### src/rtl/seuc_pkg.sv
package seuc_pkg;

   // input action codes
   localparam logic [1:0] ACT_START = 2'd0;
   localparam logic [1:0] ACT_DATA  = 2'd1;
   localparam logic [1:0] ACT_END   = 2'd2;

   // characters and byte classes
   localparam logic [7:0] CHR_QUOTE     = 8'h22;
   localparam logic [7:0] CHR_BACKSLASH = 8'h5c;
   localparam logic [7:0] CHR_DEL       = 8'h7f;
   localparam logic [7:0] CTRL_LIMIT    = 8'h20;
   localparam logic [7:0] SURR_LEAD     = 8'hed;
   localparam logic [7:0] SURR_MASK     = 8'ha0;

   // job queue between front and back
   localparam int QUEUE_DEPTH = 4;
   localparam int QUEUE_AW    = $clog2(QUEUE_DEPTH);
   localparam int JOB_OPS     = 4;

   // one emission unit: a byte and how it is written out
   typedef enum logic [2:0] {
      OP_RAW,   // the byte itself
      OP_BSL,   // backslash, then the byte
      OP_OCT,   // backslash and three octal digits
      OP_UNI,   // \u00 and two hex digits
      OP_ERR    // one error word
   } op_kind_type;

   typedef struct packed {
      op_kind_type kind;
      logic [7:0]  value;
   } op_type;

   // all emissions caused by one input word
   typedef struct packed {
      op_type [JOB_OPS-1:0] ops;
      logic   [2:0]         count;
   } job_type;

   // classification result of a single byte
   typedef struct packed {
      logic   push;
      op_type op;
      logic   lead;
      logic   abort;
   } class_type;

   // length of the UTF-8 sequence a lead byte opens, 0 when not a lead
   function automatic logic [2:0] seq_len(logic [7:0] c);
      logic [2:0] n;
      priority if ((c & 8'he0) == 8'hc0) n = 3'd2;
      else if ((c & 8'hf0) == 8'he0) n = 3'd3;
      else if ((c & 8'hf8) == 8'hf0) n = 3'd4;
      else n = 3'd0;
      return n;
   endfunction

   // a high byte that fits no sequence
   function automatic class_type stray_op(logic [7:0] c, logic json, logic ab);
      class_type r;
      r.push     = !ab;
      r.op.kind  = json ? OP_ERR : OP_OCT;
      r.op.value = c;
      r.lead     = 1'b0;
      r.abort    = json && !ab;
      return r;
   endfunction

   // a byte met with nothing held
   function automatic class_type fresh_op(logic [7:0] c, logic json, logic ab);
      class_type r;
      r.push     = 1'b0;
      r.op.kind  = OP_RAW;
      r.op.value = c;
      r.lead     = 1'b0;
      r.abort    = 1'b0;
      if (!ab) begin
         priority if (c < CTRL_LIMIT || c == CHR_DEL) begin
            r.push    = 1'b1;
            r.op.kind = json ? OP_UNI : OP_OCT;
         end else if (c == CHR_QUOTE || c == CHR_BACKSLASH) begin
            r.push    = 1'b1;
            r.op.kind = OP_BSL;
         end else if (seq_len(c) != 3'd0) begin
            r.lead = 1'b1;
         end else if (c[7]) begin
            r = stray_op(c, json, ab);
         end else begin
            r.push = 1'b1;
         end
      end
      return r;
   endfunction

endpackage

### src/rtl/seuc_req_if.sv
interface seuc_req_if;
   logic       valid;
   logic       ready;
   logic [1:0] action;
   logic [7:0] data_byte;

   modport source (output valid, action, data_byte, input ready);
   modport sink   (input valid, action, data_byte, output ready);
endinterface

### src/rtl/seuc_rsp_if.sv
interface seuc_rsp_if;
   logic       valid;
   logic       ready;
   logic [7:0] out_char;
   logic       last_of_run;
   logic       error;

   modport source (output valid, out_char, last_of_run, error, input ready);
   modport sink   (input valid, out_char, last_of_run, error, output ready);
endinterface

### src/rtl/seuc_front.sv
module seuc_front (
   input  logic              clock,
   input  logic              reset,
   seuc_req_if.sink          req_chan,
   input  logic              json_mode,
   input  logic              queue_full,
   output logic              push,
   output seuc_pkg::job_type push_job
);

   logic [7:0] pend_ff [3];
   logic [7:0] pend_in [3];
   logic [1:0] cnt_ff, cnt_in;
   logic       aborted_ff, aborted_in;

   logic [2:0]          n;
   logic [2:0]          need;
   seuc_pkg::class_type cl;
   logic                accept;

   assign req_chan.ready = !queue_full;
   assign accept         = req_chan.valid && req_chan.ready;
   assign need           = seuc_pkg::seq_len(pend_ff[0]);

   // classify the word and build its job
   always_comb begin
      logic [7:0] b;
      b          = req_chan.data_byte;
      pend_in    = pend_ff;
      cnt_in     = cnt_ff;
      aborted_in = aborted_ff;
      n          = 3'd0;
      cl         = seuc_pkg::fresh_op(b, json_mode, 1'b1);
      for (int i = 0; i < seuc_pkg::JOB_OPS; i++) begin
         push_job.ops[i].kind  = seuc_pkg::OP_RAW;
         push_job.ops[i].value = 8'h00;
      end

      unique case (req_chan.action)
         seuc_pkg::ACT_START: begin
            cnt_in     = 2'd0;
            aborted_in = 1'b0;
            push_job.ops[0].value = seuc_pkg::CHR_QUOTE;
            n = 3'd1;
         end
         seuc_pkg::ACT_DATA: begin
            if (!aborted_ff) begin
               if (cnt_ff == 2'd0) begin
                  cl = seuc_pkg::fresh_op(b, json_mode, aborted_in);
               end else if (pend_ff[0] == seuc_pkg::SURR_LEAD && cnt_ff == 2'd1 &&
                            (b & seuc_pkg::SURR_MASK) == seuc_pkg::SURR_MASK) begin
                  // surrogate range after 0xED: reject the lead
                  cnt_in = 2'd0;
                  cl = seuc_pkg::stray_op(pend_ff[0], json_mode, aborted_in);
                  if (cl.push) begin
                     push_job.ops[n[1:0]] = cl.op;
                     n = n + 3'd1;
                  end
                  aborted_in = aborted_in | cl.abort;
                  cl = seuc_pkg::fresh_op(b, json_mode, aborted_in);
               end else if (b[7:6] == 2'b10) begin
                  if ({1'b0, cnt_ff} + 3'd1 >= need) begin
                     // sequence complete: pass it through
                     for (int i = 0; i < 3; i++) begin
                        if (2'(i) < cnt_ff) begin
                           push_job.ops[n[1:0]].value = pend_ff[i];
                           n = n + 3'd1;
                        end
                     end
                     push_job.ops[n[1:0]].value = b;
                     n = n + 3'd1;
                     cnt_in = 2'd0;
                  end else begin
                     pend_in[cnt_ff] = b;
                     cnt_in = cnt_ff + 2'd1;
                  end
               end else begin
                  // broken sequence: flush held bytes
                  cnt_in = 2'd0;
                  for (int i = 0; i < 3; i++) begin
                     if (2'(i) < cnt_ff) begin
                        cl = seuc_pkg::stray_op(pend_ff[i], json_mode, aborted_in);
                        if (cl.push) begin
                           push_job.ops[n[1:0]] = cl.op;
                           n = n + 3'd1;
                        end
                        aborted_in = aborted_in | cl.abort;
                     end
                  end
                  cl = seuc_pkg::fresh_op(b, json_mode, aborted_in);
               end
               // the byte handled afresh
               if (cl.push) begin
                  push_job.ops[n[1:0]] = cl.op;
                  n = n + 3'd1;
               end
               aborted_in = aborted_in | cl.abort;
               if (cl.lead) begin
                  pend_in[0] = b;
                  cnt_in     = 2'd1;
               end
            end
         end
         seuc_pkg::ACT_END: begin
            if (!aborted_ff) begin
               cnt_in = 2'd0;
               for (int i = 0; i < 3; i++) begin
                  if (2'(i) < cnt_ff) begin
                     cl = seuc_pkg::stray_op(pend_ff[i], json_mode, aborted_in);
                     if (cl.push) begin
                        push_job.ops[n[1:0]] = cl.op;
                        n = n + 3'd1;
                     end
                     aborted_in = aborted_in | cl.abort;
                  end
               end
               if (!aborted_in) begin
                  push_job.ops[n[1:0]].value = seuc_pkg::CHR_QUOTE;
                  n = n + 3'd1;
               end
            end
         end
         default: begin
         end
      endcase
      push_job.count = n;
   end

   assign push = accept && (n != 3'd0);

   // held bytes carry no reset
   always_ff @(posedge clock) begin
      if (accept) begin
         pend_ff <= pend_in;
      end
   end

   always_ff @(posedge clock) begin
      if (reset) begin
         cnt_ff     <= 2'd0;
         aborted_ff <= 1'b0;
      end else if (accept) begin
         cnt_ff     <= cnt_in;
         aborted_ff <= aborted_in;
      end
   end

endmodule

### src/rtl/seuc_queue.sv
module seuc_queue (
   input  logic              clock,
   input  logic              reset,
   input  logic              push,
   input  seuc_pkg::job_type push_job,
   input  logic              pop,
   output seuc_pkg::job_type head_job,
   output logic              empty,
   output logic              full
);

   seuc_pkg::job_type                 entry_ff [seuc_pkg::QUEUE_DEPTH];
   logic [seuc_pkg::QUEUE_AW-1:0]     wr_ptr_ff, wr_ptr_in;
   logic [seuc_pkg::QUEUE_AW-1:0]     rd_ptr_ff, rd_ptr_in;
   logic [seuc_pkg::QUEUE_AW:0]       count_ff, count_in;

   assign empty    = (count_ff == '0);
   assign full     = (count_ff == (seuc_pkg::QUEUE_AW+1)'(seuc_pkg::QUEUE_DEPTH));
   assign head_job = entry_ff[rd_ptr_ff];

   // pointer and fill count
   always_comb begin
      wr_ptr_in = push ? wr_ptr_ff + 1'b1 : wr_ptr_ff;
      rd_ptr_in = pop ? rd_ptr_ff + 1'b1 : rd_ptr_ff;
      count_in  = count_ff;
      if (push && !pop) count_in = count_ff + 1'b1;
      else if (pop && !push) count_in = count_ff - 1'b1;
   end

   always_ff @(posedge clock) begin
      if (push) begin
         entry_ff[wr_ptr_ff] <= push_job;
      end
   end

   always_ff @(posedge clock) begin
      if (reset) begin
         wr_ptr_ff <= '0;
         rd_ptr_ff <= '0;
         count_ff  <= '0;
      end else begin
         wr_ptr_ff <= wr_ptr_in;
         rd_ptr_ff <= rd_ptr_in;
         count_ff  <= count_in;
      end
   end

endmodule

### src/rtl/seuc_back.sv
module seuc_back (
   input  logic              clock,
   input  logic              reset,
   input  seuc_pkg::job_type head_job,
   input  logic              empty,
   output logic              pop,
   seuc_rsp_if.source        rsp_chan
);

   logic [1:0] op_idx_ff, op_idx_in;
   logic [2:0] step_ff, step_in;
   logic       valid_ff, valid_in;
   logic [7:0] char_ff, char_in;
   logic       last_ff, last_in;
   logic       err_ff, err_in;

   seuc_pkg::op_type cur;
   logic [2:0]       len;
   logic             last_step, last_op, advance;

   // number of characters an op writes
   function automatic logic [2:0] op_len(seuc_pkg::op_kind_type k);
      logic [2:0] l;
      unique case (k)
         seuc_pkg::OP_BSL: l = 3'd2;
         seuc_pkg::OP_OCT: l = 3'd4;
         seuc_pkg::OP_UNI: l = 3'd6;
         default:          l = 3'd1;
      endcase
      return l;
   endfunction

   function automatic logic [7:0] hex_char(logic [3:0] v);
      return (v < 4'd10) ? 8'h30 + {4'h0, v} : 8'h57 + {4'h0, v};
   endfunction

   // character at one step of an op
   function automatic logic [7:0] op_char(seuc_pkg::op_type o, logic [2:0] s);
      logic [7:0] c;
      c = o.value;
      unique case (o.kind)
         seuc_pkg::OP_BSL: c = (s == 3'd0) ? seuc_pkg::CHR_BACKSLASH : o.value;
         seuc_pkg::OP_OCT: begin
            unique case (s)
               3'd0:    c = seuc_pkg::CHR_BACKSLASH;
               3'd1:    c = 8'h30 + {6'h0, o.value[7:6]};
               3'd2:    c = 8'h30 + {5'h0, o.value[5:3]};
               default: c = 8'h30 + {5'h0, o.value[2:0]};
            endcase
         end
         seuc_pkg::OP_UNI: begin
            unique case (s)
               3'd0:    c = seuc_pkg::CHR_BACKSLASH;
               3'd1:    c = 8'h75;
               3'd2:    c = 8'h30;
               3'd3:    c = 8'h30;
               3'd4:    c = hex_char(o.value[7:4]);
               default: c = hex_char(o.value[3:0]);
            endcase
         end
         seuc_pkg::OP_ERR: c = 8'h00;
         default:          c = o.value;
      endcase
      return c;
   endfunction

   assign cur       = head_job.ops[op_idx_ff];
   assign len       = op_len(cur.kind);
   assign last_step = (step_ff == len - 3'd1);
   assign last_op   = ({1'b0, op_idx_ff} + 3'd1 == head_job.count);
   assign advance   = !empty && (!valid_ff || rsp_chan.ready);
   assign pop       = advance && last_step && last_op;

   // serialize one character per cycle into the output register while a job waits and rsp_chan does not stall
   always_comb begin
      op_idx_in = op_idx_ff;
      step_in   = step_ff;
      char_in   = char_ff;
      last_in   = last_ff;
      err_in    = err_ff;
      valid_in  = valid_ff && !rsp_chan.ready;
      if (advance) begin
         valid_in = 1'b1;
         char_in  = op_char(cur, step_ff);
         err_in   = (cur.kind == seuc_pkg::OP_ERR);
         last_in  = last_step && last_op;
         if (last_step) begin
            step_in   = 3'd0;
            op_idx_in = last_op ? 2'd0 : op_idx_ff + 2'd1;
         end else begin
            step_in = step_ff + 3'd1;
         end
      end
   end

   always_ff @(posedge clock) begin
      char_ff <= char_in;
      last_ff <= last_in;
      err_ff  <= err_in;
   end

   always_ff @(posedge clock) begin
      if (reset) begin
         op_idx_ff <= 2'd0;
         step_ff   <= 3'd0;
         valid_ff  <= 1'b0;
      end else begin
         op_idx_ff <= op_idx_in;
         step_ff   <= step_in;
         valid_ff  <= valid_in;
      end
   end

   assign rsp_chan.valid       = valid_ff;
   assign rsp_chan.out_char    = char_ff;
   assign rsp_chan.last_of_run = last_ff;
   assign rsp_chan.error       = err_ff;

endmodule

### src/rtl/string_escape_utf8_check_unit.sv
// String escaper with UTF-8 pass-through.
// req_chan takes words: start, data byte or end. rsp_chan gives the quoted
// literal one character per word, last_of_run set on the final character
// caused by one request word, error set on the single error word of JSON
// mode. csr_write_enable/csr_write_data set json_mode; write it only idle.
// Flow: a request word is classified in its accept cycle and its job is
// written into the queue; from the queue head the serializer then loads its
// first character into the output register. While rsp_chan is ready the
// serializer gives one character per cycle; a word yields 1 to 16
// characters, and words that only hold a UTF-8 byte yield none at the
// output. With one-character words and rsp_chan ready the unit sustains one
// word per cycle.
// A 4-entry job queue parts classifier and serializer: when rsp_chan stalls
// the output register holds its word, the queue fills, then req_chan.ready
// drops. Reset (synchronous) empties the queue, clears the held-byte count,
// the abort flag and json_mode.
module string_escape_utf8_check_unit (
   input  logic        clock,
   input  logic        reset,
   seuc_req_if.sink    req_chan,
   seuc_rsp_if.source  rsp_chan,
   input  logic        csr_write_enable,
   input  logic        csr_write_data
);

   logic              json_mode_ff, json_mode_in;
   logic              push, pop, empty, full;
   seuc_pkg::job_type push_job, head_job;

   // mode register
   assign json_mode_in = csr_write_enable ? csr_write_data : json_mode_ff;

   always_ff @(posedge clock) begin
      if (reset) begin
         json_mode_ff <= 1'b0;
      end else begin
         json_mode_ff <= json_mode_in;
      end
   end

   seuc_front u_front (
      .clock      (clock),
      .reset      (reset),
      .req_chan   (req_chan),
      .json_mode  (json_mode_ff),
      .queue_full (full),
      .push       (push),
      .push_job   (push_job)
   );

   seuc_queue u_queue (
      .clock    (clock),
      .reset    (reset),
      .push     (push),
      .push_job (push_job),
      .pop      (pop),
      .head_job (head_job),
      .empty    (empty),
      .full     (full)
   );

   seuc_back u_back (
      .clock    (clock),
      .reset    (reset),
      .head_job (head_job),
      .empty    (empty),
      .pop      (pop),
      .rsp_chan (rsp_chan)
   );

endmodule

### src/flat_wrapper.sv
// flat-port wrapper written by rule: the top's interface ports become plain ports
module string_escape_utf8_check_unit_flat 
  (clock, reset, csr_write_enable, csr_write_data, req_chan_valid, req_chan_action, req_chan_data_byte, req_chan_ready, rsp_chan_valid, rsp_chan_out_char, rsp_chan_last_of_run, rsp_chan_error, rsp_chan_ready);
  seuc_req_if req_chan_i ();
  seuc_rsp_if rsp_chan_i ();
  input  logic clock;
  input  logic reset;
  input  logic csr_write_enable;
  input  logic csr_write_data;
  input wire logic [$bits(req_chan_i.valid)-1:0] req_chan_valid;
  input wire logic [$bits(req_chan_i.action)-1:0] req_chan_action;
  input wire logic [$bits(req_chan_i.data_byte)-1:0] req_chan_data_byte;
  output wire logic [$bits(req_chan_i.ready)-1:0] req_chan_ready;
  output wire logic [$bits(rsp_chan_i.valid)-1:0] rsp_chan_valid;
  output wire logic [$bits(rsp_chan_i.out_char)-1:0] rsp_chan_out_char;
  output wire logic [$bits(rsp_chan_i.last_of_run)-1:0] rsp_chan_last_of_run;
  output wire logic [$bits(rsp_chan_i.error)-1:0] rsp_chan_error;
  input wire logic [$bits(rsp_chan_i.ready)-1:0] rsp_chan_ready;
  assign req_chan_i.valid = req_chan_valid;
  assign req_chan_i.action = req_chan_action;
  assign req_chan_i.data_byte = req_chan_data_byte;
  assign req_chan_ready = req_chan_i.ready;
  assign rsp_chan_valid = rsp_chan_i.valid;
  assign rsp_chan_out_char = rsp_chan_i.out_char;
  assign rsp_chan_last_of_run = rsp_chan_i.last_of_run;
  assign rsp_chan_error = rsp_chan_i.error;
  assign rsp_chan_i.ready = rsp_chan_ready;
  string_escape_utf8_check_unit u_core (.clock(clock), .reset(reset), .req_chan(req_chan_i), .rsp_chan(rsp_chan_i), .csr_write_enable(csr_write_enable), .csr_write_data(csr_write_data));
endmodule
### config.mk
export PLATFORM = sky130hd
export DESIGN_NAME = string_escape_utf8_check_unit_flat
export DESIGN_NICKNAME = d
export VERILOG_FILES = /design/src/rtl/seuc_pkg.sv /design/src/rtl/seuc_req_if.sv /design/src/rtl/seuc_rsp_if.sv /design/src/rtl/seuc_front.sv /design/src/rtl/seuc_queue.sv /design/src/rtl/seuc_back.sv /design/src/rtl/string_escape_utf8_check_unit.sv /design/src/flat_wrapper.sv
export SDC_FILE = /design/constraint.sdc
export NUM_CORES = 1
export LEC_CHECK = 0
export ABC_AREA = 1
export ABC_CLOCK_PERIOD_IN_PS = 5900
export BUFFER_PORTS_ARGS = -buffer_cell sky130_fd_sc_hd__buf_2
export CAP_MARGIN = 5
export CORE_UTILIZATION = 50
export CTS_CLUSTER_DIAMETER = 80
export DETAILED_ROUTE_END_ITERATION = 10
export GPL_TIMING_DRIVEN = 0
export PLACE_DENSITY = 0.66
export SYNTH_ARGS = -nofsm -noshare
export SYNTH_HDL_FRONTEND = slang
export SYNTH_SLANG_ARGS = --single-unit
### constraint.sdc
create_clock -name clock -period 5.9 [get_ports clock]
set_input_delay 0.295 -clock clock [delete_from_list [all_inputs] [get_ports clock]]
set_output_delay 0.295 -clock clock [all_outputs]
set_load 0.05 [all_outputs]
==> results of run 1 <==
## metal layers
| layer | global-route usage (%) | part of all wire [%] | wire [microns] |
|---|---|---|---|
| met1 | 39.5 | 42 | 16400 |
| met2 | 50.2 | 47 | 18500 |
| met3 | 4.39 | 7.9 | 3110 |
| met4 | 10.8 | 3.5 | 1380 |
| met5 | 0 | 0 | 0 |
## registers in the layout (all words and copies together) (netlist names), named ones only
register                            flops
u_core.u_front.aborted_ff               1
u_core.u_queue.entry_ff               188
u_core.u_back.rsp_chan.valid            1
u_core.u_back.rsp_chan.out_char         8
u_core.u_queue.rd_ptr_ff                2
u_core.u_back.op_idx_ff                 2
u_core.u_front.cnt_ff                   2
u_core.json_mode_ff                     1
u_core.u_back.step_ff                   3
u_core.u_queue.wr_ptr_ff                2
u_core.u_front.pend_ff                 24
u_core.u_back.rsp_chan.error            1
u_core.u_queue.count_ff                 3
u_core.u_back.rsp_chan.last_of_run      1
## Yosys cell counts, types with 3 or more instances
cell,n
a211oi_1,7
a21oi_1,66
a22oi_1,3
a31oi_1,8
a32oi_1,5
buf_2,24
buf_4,8
buf_6,9
clkbuf_1,23
clkinv_1,5
dfxtp_1,19
edfxtp_1,222
ha_1,30
inv_1,117
inv_2,13
inv_4,3
nand2_1,228
nand2_2,16
nand2_4,4
nand3_1,85
nand3_2,8
nand4_1,12
nor2_1,194
nor2_2,11
nor2_4,5
nor3_1,4
nor4_1,4
o211ai_1,70
o21ai_0,155
o21ai_1,15
o21ai_2,3
o221ai_1,8
o22ai_1,12
o311ai_0,3
xor2_1,3
## cells by family after synthesis
family          Yosys count  synth area share [%]
flops                   241                  53.6
simple gates            577                  19.5
xor+xnor                  5                 0.333
mux                       1                0.0761
fa+ha+maj                31                  3.00
buf+inv                 203                  6.82
compound gates          369                  16.7
other cells               1                0.0285
## cell usage in the layout (no fill, tap or decap), types with 4 or more instances in the layout
cell and instances:
a211oi_1 7, a21oi_1 66, a31oi_1 8, a32oi_1 5, buf_12 4, buf_2 50, buf_4 8, buf_6 9
clkbuf_1 27, clkbuf_16 27, clkinv_1 11, clkinv_2 4, clkinvlp_4 4, conb_1 8, dfxtp_1 19, dlygate4sd3_1 5
edfxtp_1 222, ha_1 30, inv_1 117, inv_2 13, nand2_1 228, nand2_2 16, nand2_4 4, nand3_1 85
nand3_2 8, nand4_1 12, nor2_1 194, nor2_2 7, nor2_4 9, nor3_1 4, nor4_1 4, o211ai_1 70
o21ai_0 155, o21ai_1 15, o221ai_1 8, o22ai_1 12
## final cells by class
| cell class | instances | share of cell area (%) |
|---|---|---|
| clock inverters | 19 | 1.17 |
| well taps | 335 | 2.84 |
| repair buffers | 35 | 1.76 |
| flip-flops and latches | 241 | 47.8 |
| multi-input cells | 991 | 35.7 |
| plain buffers | 65 | 2.52 |
| clock buffers | 31 | 4.68 |
| inverters | 138 | 3.56 |
## stage by stage
stage / worst slack [ns] / area (sq um) / util (%) / power [uW] / hold WS (ns)
2_1_floorplan: 1.71 / 13200 / - / 3140 / 0.394
6_report: 1.39 / 14700 / 56.9 / 5170 / 0.0378
5_1_grt: 1.10 / 14700 / 56.9 / 5420 / 0.0169
4_1_cts: 1.42 / 14700 / 56.9 / 5190 / 0.0130
3_5_place_dp: 1.45 / 13800 / 53.4 / 3560 / 0.481
3_3_place_gp: 0.203 / 13700 / 53.0 / 3540 / 0.474
## power by group through the flow
stage | logic [uW] | clock network [uW] | registers [uW]
after floorplan | 925 | 0 | 2220
after global placement | 1450 | 0 | 2090
after detailed placement | 1470 | 0 | 2090
after CTS | 1470 | 1660 | 2060
after global routing | 1630 | 1730 | 2070
final | 1480 | 1630 | 2050
## worst max path at each step
| stage | slack, ns | start | endpoint |
|---|---|---|---|
| after detailed placement | 1.45 | u_core.u_front.cnt_ff[0] | u_core.u_queue.entry_ff[0][36] |
| after global routing | 1.10 | u_core.u_front.cnt_ff[0] | u_core.u_queue.entry_ff[0][36] |
| final | 1.39 | u_core.u_front.cnt_ff[0] | u_core.u_queue.entry_ff[0][36] |
| after CTS | 1.42 | u_core.u_front.cnt_ff[0] | u_core.u_queue.entry_ff[0][36] |
| after floorplan | 1.71 | u_core.u_front.cnt_ff[0] | u_core.u_queue.entry_ff[0][0] |
| after global placement | 0.20 | u_core.u_front.cnt_ff[0] | u_core.u_queue.entry_ff[3][25] |
==> metrics.md, run 1 <==
| Metric | Value |
|---|---|
| Switch share | `about a third` |
| TritonCTS clock tree | `done` |
| Internal | `~3400 uW` |
| Peak Freq | `222 MHz` |
| Mapped Area | `13200 sq um` |
| Maximum VDD drop | `0.373 mV` |
| Max_slew headroom | `between 10% and 20%` |
| Startpoint types | `flop` |
| Slowest cell on crit path | `nor2_4` |
| Drt pass-1 iters | `6` |
| Initial Utilization | `50.8%` |
| Post-synth top area cell | `edfxtp_1` |
| Total grt overflow | `0` |
| Post-synth ARST share | `0%` |
| Kind of critical path | `reg2reg` |
| Post-CTS Hold Buffers | `5` |
| Setup slack, reg-to-reg | `1.39 ns` |
| Clock power frac | `31.5%` |
| Register area | `7050 sq um` |
| Gate Count Post-Synth | `1428` |
| Die ar. | `27000 sq um` |
| # resized after CTS | `0` |
| Setup Skew | `0.0107 ns` |
| Status | `finished clean` |
| Hold Path Class | `in2reg` |
| FF-to-FF path depth | `21` |
| #FFs+latches synth | `~240` |
| Initial antenna violation count | `0` |
| Layout fillers | `2320` |
| Fin crit period | `approximately 4.5 ns` |
| CP peak stage delay | `0.69 ns` |
| Worst r2r dst | `u_core.u_queue.entry_ff[0][36]` |
| Non-Filler Instances | `~1900` |
| Final Setup Violations | `0` |
| Vias in the first global route | `10420` |
| CP delay by family, top | `simple AND/OR/NAND/NOR gates` |
| DR vias | `10981` |
| Largest net degree at the start of global routing | `29` |
| Hold wc startpoint | `req_chan_data_byte[7]` |
| Nets | `1546` |
| Most common flop cell mapped by yosys | `edfxtp_1` |
| Top-area cell type share of the netlist area | `roughly half` |
| DR WL/cell | `21.2 microns` |
| Die outline height | `roughly 160 microns` |
| Skew-Pair Late Insertion Delay | `0.56 ns` |
| Cell variety after synth | `54` |
| Setup Fix Bufs, Post-CTS | `0` |
| Leakage | `0.00561 uW` |
| Die Wd | `164 microns` |
| Sw power | `1820 uW` |
| Port buffer count | `26` |
| Max cap viols | `0` |
| Dpl cells | `1800` |
| Clock root cell | `clkbuf_16` |
| Final hold viol count | `0` |
| DRT Wirelength | `39.4 mm` |
| Final ANT Viol Nets | `0` |
| Post-synthesis sequential area ratio | `53.6%` |
| Worst path depth | `21` |
| P&R area growth vs syn | `12.1%` |
| R2R Path Start | `u_core.u_front.cnt_ff[0]` |
| Drc violations | `0` |
| Synthesis Warnings | `0` |
| RSZ-0062 raised after global routing | `false` |
| Most common cell on crit path | `nand3_1` |
| Row Count | `between 50 and 60` |
| Arrival time at the worst endpoint | `4.76 ns` |
| Actual slew at the worst max-slew pin | `1.20 ns` |
| # diodes | `0` |
| Critical Path RT | `between 6 and 7 ns` |
| CTS Sinks | `241` |
| Clock buffer count from CTS | `27` |
| Share of cells above drive strength 1 | `12.0%` |
| Clk buf depth | `3` |
| Routability cong. | `1.03` |
| Post-route setup TNS | `0 ns` |
| Syn Area/Cell | `between 9 and 10 sq um` |
| I/O Pins | `28` |
| Post-synth EDFFs | `between 200 and 250` |
| Clk slew on worst S/H paths | `0.06 ns` |
| Fin crit share | `76.4%` |
| Flop pwr share | `39.8%` |
| Detailed placement HPWL | `28.1 mm` |
| CORE AREA | `between 20000 and 30000 sq um` |
| Buf/Inv on CP | `4` |
| Synth top area cells | `edfxtp_1, nand2_1, o21ai_0` |
| DRT iter0 DRCs | `1237` |
| Crit-path max FO | `25` |
| Critical path, cell by cell | `inv_1 -> ha_1 -> ha_1 -> nand3_1 -> nand3_1 -> nand3_1 -> nand2_1 -> inv_1 -> nand2_2 -> nand2_4 -> ha_1 -> nand3b_1 -> nand3_1 -> nand2_1 -> nand2_1 -> nand3_2 -> nor2_4 -> nor2_8 -> inv_2 -> nor2_4 -> buf_12` |
| Comb pwr share | `28.7%` |
| Slew Limit Fails | `0` |
| Global-route wire length before repair | `roughly 60 mm` |
| Total Routing Usage GR | `between 30% and 40%` |
| Vias per cell | `between 5 and 6` |
| Hold Path Sink | `u_core.u_front.pend_ff[7]` |
| H-Tree Depth | `1` |
| PD cells | `roughly 350 nW/um^2` |
| CP endpoint kind | `flop` |
| Hold path cells | `1` |
| Multi-input gate area | `around 5300 sq um` |
Note: power is estimated with default switching activity, not from simulation.
==> run 2, diff against run 1 <==
ABC_CLOCK_PERIOD_IN_PS = 3900   (was 5900)
PLACE_DENSITY = 0.68   (was 0.66)
clock period = 3.9 ns   (was 5.9 ns; I/O delays follow)
==> run 2 against run 1 <==
Against the previous run:
- flip-flop and latch count did not move
- power rose by 52%
- wire length rose by 0.73%
- sequential share of layout area fell by 0.77 points
- sequential power rose by 52%
- hold slack improved by 0.011 ns
- global-route usage fell by 0.22 points
- first-iteration DRC count fell by 20%
- count of clock-buffer cells in the layout fell by 1
- via count fell by 0.28%
- combinational power rose by 55%
- largest cell class unchanged
==> metrics.md, run 2 (same netlist as run 1, synthesis figures left out) <==
| Metric | Value |
|---|---|
| Leakage | `0.00572 uW (+2.1%)` |
| Critical path, cell by cell | `nand2_2 -> inv_1 -> nand4_1 -> ha_4 -> nand3_1 -> nand3_4 -> nand3_1 -> nand2_1 -> inv_1 -> nand2_2 -> nand2_4 -> ha_1 -> nand3b_1 -> nand3_1 -> nand2_1 -> nand2_1 -> nand3_2 -> nor2_4 -> nor2_8 -> ha_1 -> inv_2 -> fa_2 -> o21ai_1 -> a21oi_1` |
| Routability cong. | `0.991 (-3.5%)` |
| Finished Cell Area | `15000 sq um (+1.7%)` |
| RSZ-0062 raised after global routing | `true` |
| Largest net degree at the start of global routing | `26 (-10%)` |
| Die Wd | `164 microns (unchanged)` |
| PD cells | `524 nW/um^2 (+50%)` |
| R2R Path Start | `u_core.u_front.pend_ff[22]` |
| Row Count | `59 (unchanged)` |
| Total grt overflow | `0 (unchanged)` |
| Initial antenna violation count | `0 (unchanged)` |
| Slew Limit Fails | `0 (unchanged)` |
| Buf/Inv on CP | `3 (-1)` |
| Drt pass-1 iters | `5 (-1)` |
| CP peak stage delay | `0.42 ns (-0.27 ns)` |
| Reg with most FFs | `u_core.u_queue.entry_ff` |
| Die outline height | `164 microns (unchanged)` |
| Actual slew at the worst max-slew pin | `1.19 ns (-0.00654 ns)` |
| Dpl cells | `1804 (+0.22%)` |
| Clk slew on worst S/H paths | `0.06 ns (about the same)` |
| Global-route wire length before repair | `60.1 mm (-0.52%)` |
| Nets | `1561 (+0.97%)` |
| CP endpoint kind | `flop` |
| CTS Sinks | `241 (unchanged)` |
| CORE AREA | `25900 sq um (unchanged)` |
| Peak Freq | `272 MHz (+23%)` |
| Crit-path max FO | `6 (-76%)` |
| Clock root cell | `clkbuf_16` |
| DR vias | `10950 (-0.28%)` |
| Final Setup Violations | `0 (unchanged)` |
| Die ar. | `27000 sq um (unchanged)` |
| Share of cells above drive strength 1 | `13.4% (+1.4 points)` |
| Hold Path Class | `in2reg` |
| Area post-placement | `13900 sq um (+0.80%)` |
| Clk buf depth | `3 (unchanged)` |
| Skew-Pair Late Insertion Delay | `0.53 ns (-0.03 ns)` |
| Setup Skew | `0.00878 ns (-0.00191 ns)` |
| Maximum VDD drop | `0.414 mV (+11%)` |
| TritonCTS clock tree | `done` |
| Status | `finished clean` |
| I/O Pins | `28 (unchanged)` |
| Critical Path RT | `4.31 ns (-1.85 ns)` |
| Initial Utilization | `50.8% (unchanged)` |
| CP delay by family, top | `simple AND/OR/NAND/NOR gates` |
| Drc violations | `0 (unchanged)` |
| Setup slack, reg-to-reg | `0.23 ns (-1.16 ns)` |
| DRT Wirelength | `39.7 mm (+0.73%)` |
| Port buffer count | `26 (unchanged)` |
| Fin crit share | `94.1% (+18 points)` |
| Hold path cells | `1 (unchanged)` |
| Vias per cell | `5.86 (-0.98%)` |
| Arrival time at the worst endpoint | `4.08 ns (-0.68 ns)` |
| Slowest cell on crit path | `fa_2` |
| FF-to-FF path depth | `24 (+14%)` |
| # diodes | `0 (unchanged)` |
| Final ANT Viol Nets | `0 (unchanged)` |
| Max_slew headroom | `19.6% (-0.28 points)` |
| Vias in the first global route | `10450 (+0.29%)` |
| Leading cell types in the layout, fill and taps excluded | `nand2_1, edfxtp_1, nor2_1` |
| Clock buffer count from CTS | `26 (-3.7%)` |
| DR WL/cell | `21.2 microns (about the same)` |
| DRT iter0 DRCs | `990 (-20%)` |
| Fin crit period | `3.67 ns (-0.836 ns)` |
| Hold wc startpoint | `req_chan_data_byte[4]` |
| Total Routing Usage GR | `29.8% (-0.22 points)` |
| P&R area growth vs syn | `14.0%` |
| Worst r2r dst | `u_core.u_queue.count_ff[1]` |
| Max reg flops | `188 (unchanged)` |
| H-Tree Depth | `1 (unchanged)` |
| Non-Filler Instances | `1868 (+0.70%)` |
| Commonest non-fill, non-tap cell in the layout | `nand2_1` |
| Hold Path Sink | `u_core.u_front.pend_ff[12]` |
| Worst path depth | `24 (+14%)` |
| Final hold viol count | `0 (unchanged)` |
| Max cap viols | `0 (unchanged)` |
| Kind of critical path | `reg2reg` |
| Detailed placement HPWL | `29.1 mm (+3.3%)` |
| Startpoint types | `flop` |
| Final core occ | `57.9% (+0.99 points)` |
==> run 2: worst register-to-register path, delay by kind of cell, from the launching register on <==
family	cells	cell delay [ns]
and+or+nand+nor	15	1.53
adders and majority gates	4	1.22
DFF	1	0.40
buffers and inverters	3	0.21
AOI/OAI and AO/OA	2	0.18
==> run 2: routing by layer <==
metal  share of wire [%]  global-route usage [%]  vias up
li1                    -                       -     5196
met1                  42                    39.2     5236
met2                  47                    49.7      425
met3                 6.9                    4.17       93
met4                 3.5                    11.5        0
met5                   0                       0        -
==> run 2: how the worst max path moves through the flow <==
stage                                     from                        endpoint  slack, ns
finish              u_core.u_front.pend_ff[22]      u_core.u_queue.count_ff[1]       0.23
detailed placement    u_core.u_front.cnt_ff[0]  u_core.u_queue.entry_ff[2][40]      -0.37
CTS                   u_core.u_front.cnt_ff[1]      u_core.u_queue.count_ff[1]       0.04
global route        u_core.u_front.pend_ff[22]      u_core.u_queue.count_ff[2]      -0.02
global placement      u_core.u_front.cnt_ff[0]  u_core.u_queue.entry_ff[3][15]      -1.87
floorplan             u_core.u_front.cnt_ff[0]   u_core.u_queue.entry_ff[0][0]      -0.29
==> run 2: power breakdown <==
part / switching [uW] / total, uW / internal (uW)
clock network: 1010 / 2470 / 1460
registers: 64.1 / 3110 / 3040
logic: 1640 / 2290 / 642
total: 2720 / 7870 / 5150
==> run 2: cell type report <==
cell class              instances  area [sq um]
plain buffers                  65           372
clock buffers                  30           687
clock inverters                17           169
fillers                      2241         10900
inverters                     138           528
multi-input cells             991          5310
flip-flops and latches        241          7050
well taps                     335           419
repair buffers                 51           465
==> run 2: through the flow <==
step / setup WS (ns) / setup TNS (ns) / power [uW] / hold WS, ns
floorplan: -0.290 / -54.59 / 4750 / 0.294
detailed placement: -0.370 / -37.69 / 5400 / 0.417
global placement: -1.87 / -347.19 / 5360 / 0.418
finish: 0.229 / 0 / 7870 / 0.0492
CTS: 0.0368 / 0 / 7880 / 0.0379
global route: -0.0210 / -0.0210 / 8240 / 0.0422
==> run 2: repair_timing <==
item | in CTS | in global routing
hold endpoints to repair | 10 | 0
resized for setup | 5 | 13
hold buffers | 7 | 0
setup endpoints to repair | 185 | 82
setup buffers | 1 | 9
pin swaps | 1 | 6
==> run 3, diff against run 2 <==
SYNTH_HIERARCHICAL = 1   (was not set)
==> run 3 against run 2 <==
Against the previous run:
- non-clock buffer count increased by 37
- worst setup slack got worse by 0.084 ns
- global-route usage increased by 0.75 points
- wire length increased by 8.3%
- critical path type unchanged
- critical endpoint is now u_core/u_queue/entry_ff[2][43]
==> metrics.md, run 3 <==
| Metric | Value |
|---|---|
| Clk slew on worst S/H paths | `0.06 ns (about the same)` |
| Share of cells above drive strength 1 | `22.1% (+8.8 points)` |
| Post-synth ARST share | `0% (unchanged)` |
| Routability cong. | `0.983 (-0.73%)` |
| Nets | `1619 (+3.7%)` |
| Initial Utilization | `51.1% (+0.28 points)` |
| CTS Sinks | `241 (unchanged)` |
| Die outline height | `168 microns (+2.2%)` |
| Critical path, cell by cell | `nand2_1 -> or3_4 -> ha_4 -> nand3_1 -> nand3_2 -> nand2_2 -> buf_4 -> o22ai_4 -> nand2_4 -> ha_4 -> nand3b_1 -> nand3_1 -> nand2_1 -> nand2_2 -> nand3_4 -> nor2_4 -> nor2_4 -> buf_4 -> nand2_4 -> clkinvlp_4 -> buf_4` |
| Peak Freq | `266 MHz (-2.2%)` |
| Actual slew at the worst max-slew pin | `0.967 ns (-0.224 ns)` |
| Worst path depth | `21 (-13%)` |
| Drt pass-1 iters | `6 (+1)` |
| Global-route wire length before repair | `65.0 mm (+8.2%)` |
| Post-route setup TNS | `0 ns (unchanged)` |
| Final hold viol count | `0 (unchanged)` |
| Status | `finished clean` |
| Critical Path RT | `4.12 ns (-0.19 ns)` |
| Most common cell on crit path | `buf_4` |
| Drc violations | `0 (unchanged)` |
| Mapped Area | `13800 sq um (+4.6%)` |
| Buf/Inv on CP | `4 (+1)` |
| Max_slew headroom | `34.9% (+15 points)` |
| CP delay by family, top | `simple AND/OR/NAND/NOR gates` |
| Detailed placement HPWL | `28.5 mm (-2.0%)` |
| DR WL/cell | `22.3 microns (+4.8%)` |
| Vias per cell | `6.03 (+2.9%)` |
| Die ar. | `28200 sq um (+4.5%)` |
| Cell variety after synth | `58 (+7.4%)` |
| Clock buffer count from CTS | `27 (+3.8%)` |
| Reg with most FFs | `u_core/u_queue/entry_ff` |
| Die Wd | `168 microns (+2.2%)` |
| Most frequent cell after synthesis | `nand2_1` |
| Final core occ | `58.9% (+1.0 points)` |
| Kind of critical path | `reg2reg` |
| Leading cell types in the layout, fill and taps excluded | `nand2_1, edfxtp_1, o21ai_0` |
| DR vias | `11650 (+6.4%)` |
| Post-synth top area cell | `edfxtp_1` |
| Port buffer count | `27 (+3.8%)` |
| Largest net degree at the start of global routing | `15 (-42%)` |
| Row Count | `60 (+1.7%)` |
| Fin crit period | `3.76 ns (+0.0839 ns)` |
| DRT Wirelength | `43.0 mm (+8.3%)` |
| PD cells | `472 nW/um^2 (-10%)` |
| Finished Cell Area | `15900 sq um (+5.9%)` |
| Setup Skew | `0.0148 ns (+0.00607 ns)` |
| Clk buf depth | `3 (unchanged)` |
| Area post-placement | `14400 sq um (+2.9%)` |
| Final Setup Violations | `0 (unchanged)` |
| Final ANT Viol Nets | `0 (unchanged)` |
| # diodes | `0 (unchanged)` |
| Slowest cell on crit path | `or3_4` |
| Register area | `7050 sq um (unchanged)` |
| Max cap viols | `0 (unchanged)` |
| Total Routing Usage GR | `30.5% (+0.75 points)` |
| Multi-input gate area | `5840 sq um (+9.9%)` |
| Startpoint types | `flop` |
| DRT iter0 DRCs | `1376 (+39%)` |
| Synthesis Warnings | `6 (+6)` |
| CP endpoint kind | `flop` |
| Hold path cells | `1 (unchanged)` |
| Arrival time at the worst endpoint | `3.98 ns (-0.10 ns)` |
| Hold Path Class | `in2reg` |
| Max reg flops | `188 (unchanged)` |
| #FFs+latches synth | `241 (unchanged)` |
| CORE AREA | `27000 sq um (+4.0%)` |
| Top-area cell type share of the netlist area | `48.4% (-2.2 points)` |
| Most common flop cell mapped by yosys | `edfxtp_1` |
| P&R area growth vs syn | `15.4%` |
| Syn Area/Cell | `9.50 sq um (+3.1%)` |
| Post-synth EDFFs | `222 (unchanged)` |
| Post-synth top cells | `nand2_1, edfxtp_1, o21ai_0` |
| Initial antenna violation count | `1 (+1)` |
| Fin crit share | `96.3% (+2.2 points)` |
| Leakage | `0.00607 uW (+6.1%)` |
| Layout fillers | `2257 (+0.71%)` |
| FF-to-FF path depth | `21 (-13%)` |
| I/O Pins | `28 (unchanged)` |
| Gate Count Post-Synth | `1449 (+1.5%)` |
| CP peak stage delay | `0.40 ns (-0.02 ns)` |
| Clock root cell | `clkbuf_16` |
| Maximum VDD drop | `0.292 mV (-29%)` |
| Vias in the first global route | `11137 (+6.6%)` |
| Total grt overflow | `0 (unchanged)` |
| Synth top area cells | `edfxtp_1, nand2_1, o21ai_0` |
| Commonest non-fill, non-tap cell in the layout | `nand2_1` |
| H-Tree Depth | `1 (unchanged)` |
| TritonCTS clock tree | `done` |
| Post-synthesis sequential area ratio | `51.2% (-2.4 points)` |
| Slew Limit Fails | `0 (unchanged)` |
| Crit-path max FO | `12 (+6)` |
| Skew-Pair Late Insertion Delay | `0.55 ns (+0.02 ns)` |
## run 3: area by class of cell
class	instances	area share [%]
clock inverter	17	0.607
clock buffer	30	4.32
buffer	72	3.35
timing repair inverter	12	0.567
multi-input combinational	999	36.7
sequential	241	44.4
timing repair buffer	81	3.87
inverter	138	3.44
tap	341	2.69
## run 3: stage by stage
step / std cells / hold WS, ns / setup WS (ns) / total power [uW]
after floorplan: 1450 / 0.264 / 0.0691 / 4600
after global placement: 1818 / 0.403 / -1.10 / 5090
after detailed placement: 1818 / 0.409 / -1.13 / 5120
after CTS: 1921 / 0.0209 / 0.00457 / 7460
after global routing: 1931 / 0.0178 / -0.0544 / 7840
final: 1931 / 0.0341 / 0.145 / 7490
## run 3: kinds of logic after synthesis
logic type	after synthesis	synth area share (%)
XOR/XNOR	7	0.500
AO/OA/AOI/OAI	384	17.1
buffers and inverters	210	7.61
flip-flops	241	51.2
adder cells (fa/ha/maj)	31	2.87
other	1	0.0272
AND/OR/NAND/NOR	575	20.7
## run 3: final timing paths
path / start / slack [ns] / to
max: u_core/u_front/pend_ff[21] / 0.14 / u_core/u_queue/entry_ff[2][43]
min reg2reg: u_core/u_queue/rd_ptr_ff[1] / 0.46 / u_core/u_queue/rd_ptr_ff[1]
max reg2reg: u_core/u_front/pend_ff[21] / 0.14 / u_core/u_queue/entry_ff[2][43]
min: req_chan_data_byte[1] / 0.03 / u_core/u_front/pend_ff[9]
## run 3: layer usage
metal	share of wire [%]	track usage, %	vias up
met5	0	0	-
met1	40	40.2	5583
met4	3.7	11.3	0
met2	47	50.5	639
met3	9.9	5.38	119
li1	-	-	5309
## run 3: timing repair
item,4_1_cts,5_1_grt
cloned,12,0
endpoints found under the hold margin,12,0
pin swaps,7,9
hold buffers,8,0
gates resized for setup,35,31
setup buffers,36,12
endpoints found under the setup margin,191,188
## run 3: power breakdown
group | switching, uW | internal [uW]
registers | 68.5 | 3030
clock network | 1030 | 1260
logic | 1490 | 623
total | 2580 | 4910
